==> src/sv/ucb_pkg.sv <==
// ----------------------------------------------------------------------------
// ucb_pkg
// Shared types, command codes and result builders for the command bus bridge.
// ----------------------------------------------------------------------------
package ucb_pkg;

    localparam int MAX_RES = 9;
    localparam int CNT_W   = 4;

    // result kinds
    localparam logic [1:0] KIND_TX = 2'd0;
    localparam logic [1:0] KIND_WR = 2'd1;
    localparam logic [1:0] KIND_RD = 2'd2;

    // configuration register indexes
    localparam logic CFG_CONTROL_ADDR = 1'b0;
    localparam logic CFG_TIME_ADDR    = 1'b1;

    // input actions
    localparam logic ACT_RX   = 1'b0;
    localparam logic ACT_READ = 1'b1;

    // command bytes
    localparam logic [7:0] CMD_WRITE_RND  = 8'h57; // W
    localparam logic [7:0] CMD_WRITE      = 8'h77; // w
    localparam logic [7:0] CMD_READ_RND   = 8'h52; // R
    localparam logic [7:0] CMD_READ       = 8'h72; // r
    localparam logic [7:0] CMD_WORD_WR    = 8'h41; // A
    localparam logic [7:0] CMD_WORD_RD    = 8'h5A; // Z
    localparam logic [7:0] CMD_START      = 8'h53; // S
    localparam logic [7:0] CMD_TIME       = 8'h54; // T
    localparam logic [7:0] CMD_STATUS     = 8'h46; // F
    localparam logic [7:0] CMD_ECHO       = 8'h48; // H
    localparam logic [7:0] CMD_QUIT       = 8'h51; // Q
    localparam logic [7:0] REPLY_END      = 8'h45; // E

    typedef struct packed {
        logic        action;
        logic [7:0]  rx_byte;
        logic [31:0] read_data;
    } item_t;

    typedef struct packed {
        logic        word_access;
        logic [1:0]  kind;
        logic [31:0] bus_data;
        logic [31:0] bus_address;
        logic [7:0]  tx_byte;
    } res_t;

    typedef struct packed {
        logic [CNT_W-1:0]        cnt;
        res_t [MAX_RES-1:0]      res;
    } batch_t;

    function automatic res_t mk_tx(input logic [7:0] b);
        res_t r;
        r             = '0;
        r.kind        = KIND_TX;
        r.tx_byte     = b;
        return r;
    endfunction

    function automatic res_t mk_bus(input logic [1:0] k, input logic [31:0] a,
                                    input logic [31:0] d, input logic w);
        res_t r;
        r             = '0;
        r.kind        = k;
        r.bus_address = a;
        r.bus_data    = d;
        r.word_access = w;
        return r;
    endfunction

endpackage

==> src/sv/ucb_decode.sv <==
// ----------------------------------------------------------------------------
// ucb_decode
// Packet state machine: takes one registered item per consume and builds the
// batch of results it causes.
// ----------------------------------------------------------------------------
module ucb_decode #(
    parameter int ADDR_WIDTH = 32
) (
    input  logic           clk,
    input  logic           rst_n,
    input  logic           consume,
    input  ucb_pkg::item_t item,
    input  logic [31:0]    control_addr,
    input  logic [31:0]    time_addr,
    output ucb_pkg::batch_t batch
);
    import ucb_pkg::*;

    localparam logic [31:0] ADDR_MASK = 32'hFFFF_FFFF >> (32 - ADDR_WIDTH);

    typedef enum logic [2:0] {
        PH_HEADER,
        PH_WDATA,
        PH_WORDIN,
        PH_RBYTES,
        PH_RWORD,
        PH_HALT
    } phase_t;

    phase_t                phase_reg,    phase_next;
    logic [3:0]            hdr_cnt_reg,  hdr_cnt_next;
    logic [7:0]            cmd_reg,      cmd_next;
    logic [31:0]           tgt_reg,      tgt_next;
    logic [31:0]           size_reg,     size_next;
    logic [31:0]           bcnt_reg,     bcnt_next;
    logic [31:0]           wbuf_reg,     wbuf_next;
    logic [1:0]            wcnt_reg,     wcnt_next;
    logic [ADDR_WIDTH-1:0] cur_addr_reg, cur_addr_next;

    // transfer complete once cnt reaches size (and is a multiple of four for W and R), also on count wrap
    function automatic logic xfer_done(input logic [31:0] cnt, input logic [7:0] cmd,
                                       input logic [31:0] size);
        logic rnd;
        rnd = (cmd == CMD_WRITE_RND) || (cmd == CMD_READ_RND);
        if (cnt == 32'd0)
            return 1'b1;
        if (rnd)
            return (cnt[1:0] == 2'd0) && (cnt >= size);
        return cnt >= size;
    endfunction

    always_comb
    begin
        phase_next    = phase_reg;
        hdr_cnt_next  = hdr_cnt_reg;
        cmd_next      = cmd_reg;
        tgt_next      = tgt_reg;
        size_next     = size_reg;
        bcnt_next     = bcnt_reg;
        wbuf_next     = wbuf_reg;
        wcnt_next     = wcnt_reg;
        cur_addr_next = cur_addr_reg;
        batch         = '0;

        case (phase_reg)
            PH_HEADER:
            begin
                if (item.action == ACT_RX)
                begin
                    if (hdr_cnt_reg == 4'd0)
                        cmd_next = item.rx_byte;
                    else if (hdr_cnt_reg <= 4'd4)
                        tgt_next = {tgt_reg[23:0], item.rx_byte};
                    else
                        size_next = {size_reg[23:0], item.rx_byte};

                    if (hdr_cnt_reg >= 4'd8)
                    begin
                        hdr_cnt_next  = 4'd0;
                        bcnt_next     = 32'd0;
                        wbuf_next     = 32'd0;
                        wcnt_next     = 2'd0;
                        cur_addr_next = ADDR_WIDTH'(tgt_next);
                        case (cmd_next)
                            CMD_WRITE_RND, CMD_WRITE:
                            begin
                                if (size_next != 32'd0)
                                    phase_next = PH_WDATA;
                            end
                            CMD_READ_RND, CMD_READ:
                            begin
                                if (size_next != 32'd0)
                                begin
                                    phase_next   = PH_RBYTES;
                                    batch.res[0] = mk_bus(KIND_RD, tgt_next & ADDR_MASK,
                                                          32'd0, 1'b0);
                                    batch.cnt    = CNT_W'(1);
                                end
                            end
                            CMD_WORD_WR:
                                phase_next = PH_WORDIN;
                            CMD_WORD_RD:
                            begin
                                phase_next   = PH_RWORD;
                                batch.res[0] = mk_bus(KIND_RD, tgt_next & ADDR_MASK,
                                                      32'd0, 1'b1);
                                batch.cnt    = CNT_W'(1);
                            end
                            CMD_TIME:
                            begin
                                phase_next   = PH_RWORD;
                                batch.res[0] = mk_bus(KIND_RD, time_addr & ADDR_MASK,
                                                      32'd0, 1'b1);
                                batch.cnt    = CNT_W'(1);
                            end
                            CMD_STATUS:
                            begin
                                phase_next   = PH_RWORD;
                                batch.res[0] = mk_bus(KIND_RD, control_addr & ADDR_MASK,
                                                      32'd0, 1'b1);
                                batch.cnt    = CNT_W'(1);
                            end
                            CMD_START:
                            begin
                                phase_next   = PH_HEADER;
                                batch.res[0] = mk_bus(KIND_WR, control_addr & ADDR_MASK,
                                                      32'd1, 1'b1);
                                batch.res[1] = mk_bus(KIND_WR, time_addr & ADDR_MASK,
                                                      32'd0, 1'b1);
                                batch.cnt    = CNT_W'(2);
                            end
                            CMD_ECHO:
                            begin
                                phase_next   = PH_HEADER;
                                batch.res[0] = mk_tx(cmd_next);
                                batch.res[1] = mk_tx(tgt_next[31:24]);
                                batch.res[2] = mk_tx(tgt_next[23:16]);
                                batch.res[3] = mk_tx(tgt_next[15:8]);
                                batch.res[4] = mk_tx(tgt_next[7:0]);
                                batch.res[5] = mk_tx(size_next[31:24]);
                                batch.res[6] = mk_tx(size_next[23:16]);
                                batch.res[7] = mk_tx(size_next[15:8]);
                                batch.res[8] = mk_tx(size_next[7:0]);
                                batch.cnt    = CNT_W'(MAX_RES);
                            end
                            CMD_QUIT:
                            begin
                                phase_next   = PH_HALT;
                                batch.res[0] = mk_tx(REPLY_END);
                                batch.cnt    = CNT_W'(1);
                            end
                            default:
                                phase_next = PH_HEADER;
                        endcase
                    end
                    else
                    begin
                        hdr_cnt_next = hdr_cnt_reg + 4'd1;
                    end
                end
            end

            PH_WDATA:
            begin
                if (item.action == ACT_RX)
                begin
                    batch.res[0]  = mk_bus(KIND_WR, 32'(cur_addr_reg),
                                           {24'd0, item.rx_byte}, 1'b0);
                    batch.cnt     = CNT_W'(1);
                    bcnt_next     = bcnt_reg + 32'd1;
                    cur_addr_next = cur_addr_reg + ADDR_WIDTH'(1);
                    if (xfer_done(bcnt_next, cmd_reg, size_reg))
                        phase_next = PH_HEADER;
                end
            end

            PH_WORDIN:
            begin
                if (item.action == ACT_RX)
                begin
                    wbuf_next = {wbuf_reg[23:0], item.rx_byte};
                    if (wcnt_reg == 2'd3)
                    begin
                        batch.res[0] = mk_bus(KIND_WR, 32'(cur_addr_reg), wbuf_next, 1'b1);
                        batch.cnt    = CNT_W'(1);
                        wcnt_next    = 2'd0;
                        phase_next   = PH_HEADER;
                    end
                    else
                    begin
                        wcnt_next = wcnt_reg + 2'd1;
                    end
                end
            end

            PH_RBYTES:
            begin
                if (item.action == ACT_READ)
                begin
                    batch.res[0]  = mk_tx(item.read_data[7:0]);
                    bcnt_next     = bcnt_reg + 32'd1;
                    cur_addr_next = cur_addr_reg + ADDR_WIDTH'(1);
                    if (xfer_done(bcnt_next, cmd_reg, size_reg))
                    begin
                        phase_next = PH_HEADER;
                        batch.cnt  = CNT_W'(1);
                    end
                    else
                    begin
                        batch.res[1] = mk_bus(KIND_RD, 32'(cur_addr_next), 32'd0, 1'b0);
                        batch.cnt    = CNT_W'(2);
                    end
                end
            end

            PH_RWORD:
            begin
                if (item.action == ACT_READ)
                begin
                    batch.res[0] = mk_tx(item.read_data[31:24]);
                    batch.res[1] = mk_tx(item.read_data[23:16]);
                    batch.res[2] = mk_tx(item.read_data[15:8]);
                    batch.res[3] = mk_tx(item.read_data[7:0]);
                    batch.cnt    = CNT_W'(4);
                    phase_next   = PH_HEADER;
                end
            end

            PH_HALT:
                phase_next = PH_HALT;

            default:
                phase_next = PH_HEADER;
        endcase
    end

    always_ff @(posedge clk or negedge rst_n)
    begin
        if (!rst_n)
        begin
            phase_reg    <= PH_HEADER;
            hdr_cnt_reg  <= '0;
            cmd_reg      <= '0;
            tgt_reg      <= '0;
            size_reg     <= '0;
            bcnt_reg     <= '0;
            wbuf_reg     <= '0;
            wcnt_reg     <= '0;
            cur_addr_reg <= '0;
        end
        else if (consume)
        begin
            phase_reg    <= phase_next;
            hdr_cnt_reg  <= hdr_cnt_next;
            cmd_reg      <= cmd_next;
            tgt_reg      <= tgt_next;
            size_reg     <= size_next;
            bcnt_reg     <= bcnt_next;
            wbuf_reg     <= wbuf_next;
            wcnt_reg     <= wcnt_next;
            cur_addr_reg <= cur_addr_next;
        end
    end

endmodule

==> src/sv/ucb_outbuf.sv <==
// ----------------------------------------------------------------------------
// ucb_outbuf
// Result register: holds one item's batch and shifts it out one word a cycle while out_ready is high.
// ----------------------------------------------------------------------------
module ucb_outbuf (
    input  logic            clk,
    input  logic            rst_n,
    input  logic            load,
    input  ucb_pkg::batch_t batch,
    input  logic            out_ready,
    output logic            out_valid,
    output ucb_pkg::res_t   out_res,
    output logic            out_last,
    output logic            free
);
    import ucb_pkg::*;

    logic [CNT_W-1:0]   cnt_reg;
    res_t [MAX_RES-1:0] res_reg;
    logic               take;

    assign out_valid = (cnt_reg != '0);
    assign out_res   = res_reg[0];
    assign out_last  = (cnt_reg == CNT_W'(1));
    assign take      = out_valid && out_ready;
    // room for a new batch once the final word goes out
    assign free      = !out_valid || (out_last && out_ready);

    always_ff @(posedge clk or negedge rst_n)
    begin
        if (!rst_n)
            cnt_reg <= '0;
        else if (load && batch.cnt != '0)
            cnt_reg <= batch.cnt;
        else if (take)
            cnt_reg <= cnt_reg - CNT_W'(1);
    end

    always_ff @(posedge clk)
    begin
        if (load && batch.cnt != '0)
            res_reg <= batch.res;
        else if (take)
            res_reg <= {res_t'('0), res_reg[MAX_RES-1:1]};
    end

endmodule

==> src/sv/uart_command_bus_bridge.sv <==
// ----------------------------------------------------------------------------
// uart_command_bus_bridge
// Serial packet to memory bus bridge: header decode, byte and word transfers.
// ----------------------------------------------------------------------------
//  channel  | dir | signals                          | contents
//  s_*      | in  | tvalid tready tdata[39:0] tuser  | rx byte / bus read data
//  m_*      | out | tvalid tready tdata[71:0] tuser  | tx byte / bus write / read
//           |     | tlast                            | last word of an item
//  cfg_*    | in  | we index data[31:0]              | control / time address
//
//  An item waits in the input register until the result register is free;
//  its results then load and leave one word per cycle while m_tready is
//  high. An item with n results holds the input side until the last one goes
//  out (9 at most, for the header echo); one with none loads nothing. Reset
//  clears the packet state and loads default configuration addresses; a stall
//  on m_tready backs up into s_tready once the input register is full.
// ----------------------------------------------------------------------------
module uart_command_bus_bridge #(
    parameter int ADDR_WIDTH = 32
) (
    input  logic        clk,
    input  logic        rst_n,

    input  logic        s_tvalid,
    output logic        s_tready,
    input  logic [39:0] s_tdata,   // [7:0] rx_byte, [39:8] read_data
    input  logic        s_tuser,   // [0] action

    output logic        m_tvalid,
    input  logic        m_tready,
    output logic [71:0] m_tdata,   // [7:0] tx_byte, [39:8] bus_address, [71:40] bus_data
    output logic [2:0]  m_tuser,   // [1:0] kind, [2] word_access
    output logic        m_tlast,

    input  logic        cfg_we,
    input  logic        cfg_index,
    input  logic [31:0] cfg_data
);
    import ucb_pkg::*;

    logic [31:0] control_addr_reg;
    logic [31:0] time_addr_reg;
    logic        in_vld_reg;
    item_t       item_reg;
    logic        consume;
    logic        ob_free;
    batch_t      batch;
    res_t        head;

    assign consume  = in_vld_reg && ob_free;
    assign s_tready = !in_vld_reg || consume;

    always_ff @(posedge clk or negedge rst_n)
    begin
        if (!rst_n)
        begin
            control_addr_reg <= 32'h0A00_0000;
            time_addr_reg    <= 32'h0A00_0004;
        end
        else if (cfg_we)
        begin
            case (cfg_index)
                CFG_CONTROL_ADDR: control_addr_reg <= cfg_data;
                CFG_TIME_ADDR:    time_addr_reg    <= cfg_data;
                default:          ;
            endcase
        end
    end

    always_ff @(posedge clk or negedge rst_n)
    begin
        if (!rst_n)
            in_vld_reg <= 1'b0;
        else if (s_tready)
            in_vld_reg <= s_tvalid;
    end

    always_ff @(posedge clk)
    begin
        if (s_tvalid && s_tready)
        begin
            item_reg.action    <= s_tuser;
            item_reg.rx_byte   <= s_tdata[7:0];
            item_reg.read_data <= s_tdata[39:8];
        end
    end

    ucb_decode #(
        .ADDR_WIDTH (ADDR_WIDTH)
    ) u_decode (
        .clk          (clk),
        .rst_n        (rst_n),
        .consume      (consume),
        .item         (item_reg),
        .control_addr (control_addr_reg),
        .time_addr    (time_addr_reg),
        .batch        (batch)
    );

    ucb_outbuf u_outbuf (
        .clk       (clk),
        .rst_n     (rst_n),
        .load      (consume),
        .batch     (batch),
        .out_ready (m_tready),
        .out_valid (m_tvalid),
        .out_res   (head),
        .out_last  (m_tlast),
        .free      (ob_free)
    );

    assign m_tdata = {head.bus_data, head.bus_address, head.tx_byte};
    assign m_tuser = {head.word_access, head.kind};

    // an item waiting in the input register is neither lost nor altered
    a_in_hold: assert property (@(posedge clk) disable iff (!rst_n)
        in_vld_reg && !consume |=> in_vld_reg && $stable(item_reg))
        else $error("input register changed before consume");

    // a new input word is taken over a full input register only when it drains
    a_no_overrun: assert property (@(posedge clk) disable iff (!rst_n)
        s_tvalid && s_tready && in_vld_reg |-> ob_free)
        else $error("input register overrun");

    // only the three defined result kinds leave the block
    a_kind_ok: assert property (@(posedge clk) disable iff (!rst_n)
        m_tvalid |-> (m_tuser[1:0] == KIND_TX || m_tuser[1:0] == KIND_WR ||
                      m_tuser[1:0] == KIND_RD))
        else $error("undefined result kind");

endmodule

==> config.mk <==
export PLATFORM = sky130hd
export DESIGN_NAME = uart_command_bus_bridge
export DESIGN_NICKNAME = d
export VERILOG_FILES = /design/src/sv/ucb_pkg.sv /design/src/sv/ucb_decode.sv /design/src/sv/ucb_outbuf.sv /design/src/sv/uart_command_bus_bridge.sv
export SDC_FILE = /design/constraint.sdc
export NUM_CORES = 1
export LEC_CHECK = 0
export CAP_MARGIN = 20
export CORE_UTILIZATION = 41
export DETAILED_ROUTE_END_ITERATION = 8
export DONT_BUFFER_PORTS = 1
export HOLD_SLACK_MARGIN = 0.06
export SLEW_MARGIN = 15
export SYNTH_ARGS = -nofsm -noshare
export SYNTH_HDL_FRONTEND = slang
export SYNTH_SLANG_ARGS = --single-unit
==> constraint.sdc <==
create_clock -name clk -period 15.9 [get_ports clk]
set_input_delay 3.18 -clock clk [delete_from_list [all_inputs] [get_ports clk]]
set_output_delay 3.18 -clock clk [all_outputs]
set_load 0.005 [all_outputs]
# Word-level counts from Yosys, hierarchy flattened
# Index checks and enable logic that the tools add are counted.
dict set report op_classes {
  shift 0
  addsub 5
  bitwise_logic 2
  order_cmp 3
  reduce_logical 31
  muxes 91
  n_mul 0
  div_mod_pow 0
  n_eq_ne 31
}
# cell count
set ops {}
lappend ops {{$mux 679} 2}
lappend ops {{$mux 675} 2}
lappend ops {{$pmux 75 s7} 1}
lappend ops {{$mux 458} 1}
lappend ops {{$mux 32} 14}
lappend ops {{$mux 375} 1}
lappend ops {{$pmux 75 s5} 1}
lappend ops {{$pmux 150 s2} 1}
lappend ops {{$mux 233} 1}
lappend ops {{$pmux 75 s3} 1}
lappend ops {{$pmux 32 s3} 2}
lappend ops {{$mux 150} 1}
lappend ops {{$mux 75} 2}
lappend ops {{$pmux 75 s2} 1}
lappend ops {{$mux 74} 2}
lappend ops {{$eq 8x7->1 const B} 13}
lappend ops {{$mux 73} 1}
lappend ops {{$add 32x1->32 const B} 2}
lappend ops {{$pmux 24 s2} 1}
lappend ops {{$mux 3} 12}
lappend ops {{$ge 32x32->1} 1}
lappend ops {{$logic_not 32->1} 1}
lappend ops {{$reduce_bool 32->1} 1}
lappend ops {{$mux 1} 25}
lappend ops {{other kinds (40)} 73}
dict set report totals {
  elab_cells 224
  rom_bits 0
  ramBits 0
  in_bits 79
  mem_count 0
  register_bits 954
  output_inout_bits 78
  latch_bits 0
}

# Longest topological paths before layout
# Gate-level depths: netlist (run 1).
dict set report depth {
  depth_word 18
  mapped_depth 18
  depth_no_buf 15
}

# Modules after synthesis
# A second synthesis (run 1) with hierarchy kept.
dict set report hier_totals {
  hier_cells 5089
  area_unflattened_um2 49200.9
}
# mod area_per_inst_um2 cells_per_inst seq_area_each_um2 instances
set modules_own_cells {}
lappend modules_own_cells {ucb_outbuf 29060.4 2803 20369.5 1}
lappend modules_own_cells {ucb_decode 16427.0 2103 4229.1 1}
lappend modules_own_cells {uart_command_bus_bridge 3713.6 183 2864.0 1}

# Worst setup path after synthesis (run 1)
# No wires, ideal clock.
dict set report synth_path {
  path_kind {input port to flip-flop}
  start {in m_tready}
  end {reg u_outbuf.res_reg, in the netlist u_outbuf.out_res[0], enable pin}
  arrival_ps 7910
  setup_slack_ps 7450
  n_path_buf 3
  required_time_ps 15359
  path_stages 8
  setup_ps 541
  cell_sequence {a21oi_1 -> nor3_1 -> nand2_1 -> a41o_1 -> buf_4 -> buf_6 -> buf_6 -> nand2_1}
}
dict set report synth_via {
  elab_chain_len 5
  word_cells_on_any_way 6
  cone_classes {reduce/logical: 6}
}
# item line
set synth_rtl {}
lappend synth_rtl {{from (decl)} uart_command_bus_bridge.sv:30} ;# input logic m_tready,
lappend synth_rtl {{$logic_and 1x1->1} ucb_outbuf.sv:27} ;# assign free = !out_valid || (out_last && out_ready);
lappend synth_rtl {{$logic_or 1x1->1} ucb_outbuf.sv:27}
lappend synth_rtl {{$logic_and 1x1->1} uart_command_bus_bridge.sv:50} ;# assign consume = in_vld_reg && ob_free;
lappend synth_rtl {{$logic_and 1x1->1} ucb_outbuf.sv:41} ;# if (load && batch.cnt != '0)
lappend synth_rtl {{$reduce_bool 2->1 (no line) (*)} n/a}
lappend synth_rtl {{to (signal assigned)} ucb_outbuf.sv:42} ;# res_reg <= batch.res;
lappend synth_rtl {{to (signal assigned)} ucb_outbuf.sv:44} ;# res_reg <= {res_t'('0), res_reg[MAX_RES-1:1]};
lappend synth_rtl {{to (decl)} ucb_outbuf.sv:19} ;# res_t [MAX_RES-1:0] res_reg;
# Mark *: on every way between the ends. The rest lies on a longest branch, timed or not.
# A chain may end at the register's enable or synchronous reset.

# Worst setup path after layout (run 1)
dict set report layout_path {
  start {in m_tready}
  end {out s_tready}
}
dict set report layout_via {
  elab_chain_len 4
}
# item line
set layout_rtl {}
lappend layout_rtl {{$logic_and 1x1->1} ucb_outbuf.sv:27}
lappend layout_rtl {{$logic_or 1x1->1} ucb_outbuf.sv:27}
lappend layout_rtl {{$logic_and 1x1->1} uart_command_bus_bridge.sv:50}
lappend layout_rtl {{$logic_or 1x1->1} uart_command_bus_bridge.sv:51} ;# assign s_tready = !in_vld_reg || consume;
lappend layout_rtl {{to (decl)} uart_command_bus_bridge.sv:25} ;# output logic s_tready,
# Every way passes these cells.

==> results of run 1 <==
==> cell families (layout without fill, tap and decap cells) <==
family | count (synthesis) | count (layout)
fa+ha+maj | 40 | 40
mux | 128 | 128
other cells | 0 | 2
simple gates | 776 | 776
compound gates | 540 | 540
xor+xnor | 66 | 66
buf+inv | 288 | 180
flops | 452 | 452
==> layout by cell type (no fill, tap or decap), drive strengths merged, types with 31 or more instances in the layout <==
master / n
a21oi: 105
a221oi: 53
a22oi: 46
and2: 31
clkbuf: 71
dfrtp: 233
edfxtp: 214
ha: 40
inv: 57
mux2: 88
mux2i: 40
nand2: 308
nand3: 71
nor2: 203
o21ai: 234
xnor2: 33
xor2: 33
==> worst min path at each step <==
stage                                                 start                                end
final                     u_decode.wbuf_reg[19]$_DFFE_PN0P_  u_decode.wbuf_reg[19]$_DFFE_PN0P_
after global routing      u_decode.wbuf_reg[17]$_DFFE_PN0P_  u_decode.wbuf_reg[17]$_DFFE_PN0P_
after CTS                 u_decode.wbuf_reg[19]$_DFFE_PN0P_  u_decode.wbuf_reg[19]$_DFFE_PN0P_
after detailed placement  u_decode.wbuf_reg[17]$_DFFE_PN0P_  u_decode.wbuf_reg[17]$_DFFE_PN0P_
after global placement    u_decode.wbuf_reg[20]$_DFFE_PN0P_  u_decode.wbuf_reg[20]$_DFFE_PN0P_
after floorplan           u_decode.wbuf_reg[16]$_DFFE_PN0P_  u_decode.wbuf_reg[16]$_DFFE_PN0P_
==> metrics by stage <==
stage | instance area [um2] | total power [uW] | hold WS [ps] | worst slack, ps
after floorplan | 23100 | 1920 | 430 | 7450
after detailed placement | 23200 | 2010 | 449 | 8730
after global placement | 23200 | 2000 | 445 | 8860
after CTS | 24900 | 3240 | 463 | 9050
final | 24900 | 3200 | 461 | 9050
after global routing | 24900 | 3340 | 481 | 9010
==> where the power goes <==
group / switching, uW / total (uW) / leakage (uW) / internal (uW)
logic: 213 / 343 / 0.00438 / 130
registers: 175 / 1650 / 0.00505 / 1470
clock network: 498 / 1210 / 0.000830 / 717
total: 885 / 3200 / 0.0103 / 2320
==> layout make-up <==
type,count,area [um2],area share (%)
timing repair buffer,30,229,0.918
inverter,54,203,0.813
sequential,452,12400,49.7
antenna,2,5.00,0.0201
clock inverter,25,282,1.13
multi-input combinational,1550,9450,37.9
clock buffer,71,1440,5.79
tap,748,936,3.75
==> per-layer routing <==
layer | wire length, um | up-vias | GRT usage [%] | share of wire (%)
met5 | 0 | - | 0 | 0
li1 | - | 7877 | - | -
met3 | 3910 | 76 | 4.03 | 6.2
met4 | 1320 | 0 | 5.81 | 2.1
met2 | 30100 | 508 | 35.9 | 48
met1 | 27800 | 8358 | 30.2 | 44
==> impl_results.md, run 1 <==
* Status: complete, no violations
* Power per cell area at 128 nW/um2
* Die area at 57400 um2
* Fill cells at 5178
* WS Path Type: input port to output pin
* Synth Area in Adders at about 2.2%
* Die H at 240 um
* Buf/Inv on CP at 0
* DRT Wirelength at 63100 um
* Final Instance Count excl. Fillers at approximately 2900
* RR Endpoint: u_outbuf.res_reg[604]$_SDFFCE_PP0P_
* Layout cells sized above 1 at 10.8%
* DRC viols at 0
* Peak supply drop at 98.2 uV
* PortBufs at 0
* Peak Freq at roughly 150 MHz
* Synth Area per Inst at 10.1 um2
* Fin Clk Skew at between 30 and 40 ps
* Detailed router's first-iteration violation count at around 1600
* Largest family of logic cells by synthesized area: simple AND/OR/NAND/NOR gates
* Synth Flop Type: dfrtp_1
* Initial core utilization at 41.8%
* CTS clk-pin slew, worst paths at roughly 60 ps
* CTS tree: done
* H-tree depth at 2
* CP startpoint kind: input port
* XOR/XNOR Fraction of Synth Area at 2.50%
* Fin. Hold Viols at 0
* Worst endpoint required time at 12720 ps
* Post-Syn Nets at ~2400
* Synth Area in Compound Gates at between 10% and 20%
* Final ANT Viol Nets at 0
* Hold Buf Count CTS at 0
* WHS Path Cells at 2
* Grt ovf at 0
* Max cap viols at 0
* Seq/Total Area, Yosys at 53.5%
* Multiplexer area fraction after synthesis at 6.01%
* Worst hold path type: register to register
* Clock Sinks at 452
* Crit path to: s_tready
* Area of the core at around 55000 um2
* Synthesized area at ~23000 um2
* Area leader, netlist: edfxtp_1
* Most frequent cell after synthesis: nand2_1
* Crit. End Element: output pin
* Synth area leaders: edfxtp_1 (28%), dfrtp_1 (25%), nand2_1 (5.0%)
* Pre-antenna DRT Iters at 5
* Vias per cell at 5.74
* Total Nets Final at between 2000 and 2500
* Yosys top cell area share at 27.8%
* Largest net degree at the start of global routing at 239
* GRT Overall Usage at 22.1%
* Min Tclk post-route at 6850 ps
* Unrepaired setup endpoints after global routing: false
* Post-CTS resize count at 0
* Final Util at 45.0%
* Max Fanout on Critical Path at 4
* FF-to-FF setup slack at just over 10000 ps
* Worst r2r src: u_decode.hdr_cnt_reg[0]$_DFFE_PN0P_
* Clk root buf: clkbuf_16
* Post-CTS setup buffers at 0
* Final setup TNS at 0 ps
* Crit. Startpoint: m_tready
* Crit. path cell count at 2
* Synth cell count leaders: nand2_1 (308), dfrtp_1 (233), edfxtp_1 (214)
* Via count at 16800
* CP cell instances: a21oi_1, o31ai_1
* Number of global-route vias before repair at between 15000 and 20000
* Slew @ Worst Pin at 1130 ps
* Gpl congestion at around 0.9
* Slew HR at between 20% and 30%
* Max incr delay on CP at 420 ps
* WP data arrival at 3670 ps
* Final period utilization at 43.1%
* Warnings from Yosys at 0
* Average wire per standard cell at 21.5 um
* Gate Count Post-Synth at 2290
* Final Max Slew Viols at 0
* R2R cell count at 12
* Async set or reset register ratio after synthesis at 52.7%
* Clock Latency Late Sink at 610 ps
* Synth Area in Simple Gates at 15.3%
* First-pass GRT wire length at ~98000 um
* FP Rows at 86
* Final setup viols at 0
* Max FFs per register at 98
* Delay-heaviest family, CP: compound AO/OA/AOI/OAI gates
* Initial antenna violation count at 3
* Leak pwr at 0.0103 uW
* CTS buffer count at 51
* P&R area growth vs syn at 7.74%
* Post-synth EDFFs at 214
* Yosys cell types at 72
* Die W at about 240 um
* DPL Wire Length at 42400 um
* # IOs at 157
* Slowest cell on the critical path: o31ai_1
* Flops & latches, synth at approximately 450
* Number of cells after detailed placement at between 2000 and 3000
* Clock Path Buffers at 3
No activity file was read; power rests on OpenSTA's default activity.
==> inputs of run 2 (changes only) <==
==> constraint.sdc (replaced) <==
create_clock -name clk -period 5.65 [get_ports clk]
set_input_delay 1.13 -clock clk [delete_from_list [all_inputs] [get_ports clk]]
set_output_delay 1.13 -clock clk [all_outputs]
set_load 0.005 [all_outputs]
==> run 2 against run 1 <==
Compared with the run above: clock skew grew 1.4 ps; global-route usage grew 0.38 points; combinational power grew to 3.0 times the previous value; worst setup slack lost 8200 ps; utilization grew 0.39 points; sequential share of layout area shrank 0.43 points; clock power grew to 2.9 times the previous value; critical path type is now register to register; largest power group unchanged.
==> impl_results.md, run 2 (synthesis gave the netlist of run 1 again) <==
* Via count at 16900 (+0.74%)
* FP Rows at 86 (unchanged)
* Fill cells at 5245 (+1.3%)
* Fin. Hold Viols at 0 (unchanged)
* Detailed router's first-iteration violation count at 1573 (-0.32%)
* Layout cells sized above 1 at 11.3% (+0.51 points)
* Area of the core at 55400 um2 (unchanged)
* Leak pwr at 0.0104 uW (+1.2%)
* Slew HR at 31.2% (+6.4 points)
* Final period utilization at 85.3%
* Initial core utilization at 41.8% (unchanged)
* WS Path Type: register to register
* Grt ovf at 0 (unchanged)
* First-pass GRT wire length at 99100 um (+1.6%)
* Final setup viols at 0 (unchanged)
* Worst endpoint required time at 6080 ps (-6640 ps)
* Die W at 240 um (unchanged)
* CP startpoint kind: register
* Pwr Total at 9100 uW (+180%)
* Max Fanout on Critical Path at 14 (+10)
* Average wire per standard cell at 21.9 um (+1.7%)
* P&R area growth vs syn at 8.68%
* Hold Buf Count CTS at 0 (unchanged)
* Post-CTS setup buffers at 0 (unchanged)
* Clock Latency Late Sink at 620 ps (about the same)
* Final setup TNS at 0 ps (unchanged)
* # IOs at 157 (unchanged)
* DRC viols at 0 (unchanged)
* Min Tclk post-route at slightly below 5000 ps
* Largest net degree at the start of global routing at 239 (unchanged)
* Clock Sinks at 452 (unchanged)
* Max FFs per register at 98 (unchanged)
* DRT Wirelength at 64500 um (+2.2%)
* Gpl congestion at 0.865 (-3.2%)
* Multi-input logic area at 9450 um2 (about the same)
* Peak Freq at 207 MHz
* FF-to-FF setup slack at 830 ps (-9240 ps)
* DPL Wire Length at 43300 um (+2.0%)
* Die area at 57400 um2 (unchanged)
* Die H at 240 um (unchanged)
* Most frequent cells in the layout: nand2_1 (307), dfrtp_1 (233), edfxtp_1 (214), o21ai_0 (208), nor2_1 (200)
* CTS tree: done
* Clk root buf: clkbuf_16
* H-tree depth at 2 (unchanged)
* Internal Pwr Total at 6600 uW (+180%)
* Post-CTS resize count at 0 (unchanged)
* Worst hold path type: input port to async pin
* Switching Fraction at 27.5% (-0.19 points)
* Peak supply drop at 243 uV (+150%)
* Vias per cell at 5.75 (+0.26%)
* Final Max Slew Viols at 0 (unchanged)
* CTS buffer count at 50 (-2.0%)
* Crit. End Element: register
* WP data arrival at 5250 ps (+1580 ps)
* Switch Pwr at 2500 uW (+180%)
* Max cap viols at 0 (unchanged)
* GRT Overall Usage at 22.5% (+0.38 points)
* Initial antenna violation count at 3 (unchanged)
* PortBufs at 0 (unchanged)
* Unrepaired setup endpoints after global routing: false
* Clock Path Buffers at 3 (unchanged)
* Final ANT Viol Nets at 0 (unchanged)
* Number of global-route vias before repair at 16500 (+2.0%)
* Sequential cell area at 12400 um2 (unchanged)
* Most common cell after layout, fill and taps aside: nand2_1
* Pre-antenna DRT Iters at 5 (unchanged)
* Fin Clk Skew at 32.8 ps (+1.45 ps)
* Logic pwr share at 11.4% (+0.7 points)
* Hold WS at 265 ps (-196 ps)
* CTS clk-pin slew, worst paths at 60 ps (about the same)
* Status: complete, no violations
* Register share of total power at 50.4% (-1.0 points)
* Slew @ Worst Pin at 1030 ps (-99.8 ps)
* Total Nets Final at 2275 (+0.75%)
* ANT cells at 0 (-2)
* Clock network fraction of total power at 38.2% (+0.3 points)
* Power per cell area at 362 nW/um2 (+180%)
[run 2: path summary, 6_finish.rpt]
path                                                   startpoint                            endpoint  cells after the start
worst max register to register   u_decode.bcnt_reg[5]$_DFFE_PN0P_  u_outbuf.res_reg[87]$_SDFFCE_PP0P_                     15
worst min-delay path                                        rst_n   u_decode.bcnt_reg[18]$_DFFE_PN0P_                      0
worst max-delay path             u_decode.bcnt_reg[5]$_DFFE_PN0P_  u_outbuf.res_reg[87]$_SDFFCE_PP0P_                     15
max in group asynchronous                                   rst_n    control_addr_reg[27]$_DFFE_PN1P_                      0
worst min register to register  u_decode.wbuf_reg[21]$_DFFE_PN0P_   u_decode.wbuf_reg[21]$_DFFE_PN0P_                      2
min in group clk                u_decode.wbuf_reg[21]$_DFFE_PN0P_   u_decode.wbuf_reg[21]$_DFFE_PN0P_                      2
[run 2: layout make-up]
| cell class | count | share of cell area (%) |
|---|---|---|
| Sequential cell | 452 | 49.3 |
| Multi-Input combinational cell | 1550 | 37.6 |
| Clock buffer | 71 | 5.57 |
| Tap cell | 748 | 3.72 |
| Timing Repair Buffer | 48 | 1.66 |
| Clock inverter | 23 | 1.43 |
| Inverter | 54 | 0.806 |
[run 2: critical path, stage by stage, from the launching register on]
cell and delay (ps):
dfrtp_1 540, nand4_2 310, nor4_2 650, nand4_1 210
xor2_1 290, inv_1 90, ha_1 290, a21o_1 180
a21o_1 170, a21oi_1 130, o21ai_0 140, a2111oi_0 410
a21oi_1 250, or4_1 550, buf_4 230, o21ai_0 200
[run 2: power by group through the flow]
stage / Sequential, uW / Combinational [uW] / Clock (uW)
after detailed placement: 4640 / 1030 / 0
after global routing: 4640 / 1150 / 3670
after CTS: 4590 / 1030 / 3540
after global placement: 4640 / 1000 / 0
final: 4590 / 1040 / 3470
after floorplan: 4420 / 963 / 0
[run 2: per-stage QoR]
step | setup slack (ps) | instances | utilization, % | instance area [um2]
after floorplan | 287 | 2290 | - | 23100
final | 828 | 2946 | 45.4 | 25200
after detailed placement | 897 | 2850 | 42.1 | 23300
after global routing | 343 | 2946 | 45.4 | 25200
after CTS | 843 | 2944 | 45.3 | 25100
after global placement | 1030 | 2849 | 42.1 | 23300
[run 2: metal layers]
| layer | up-vias | GRT usage [%] | wire (um) |
|---|---|---|---|
| met5 | - | 0 | 32 |
| met4 | 4 | 6.93 | 1790 |
| met3 | 115 | 4.13 | 4150 |
| met2 | 543 | 36.4 | 30600 |
| met1 | 8390 | 30.4 | 27900 |
| li1 | 7892 | - | - |
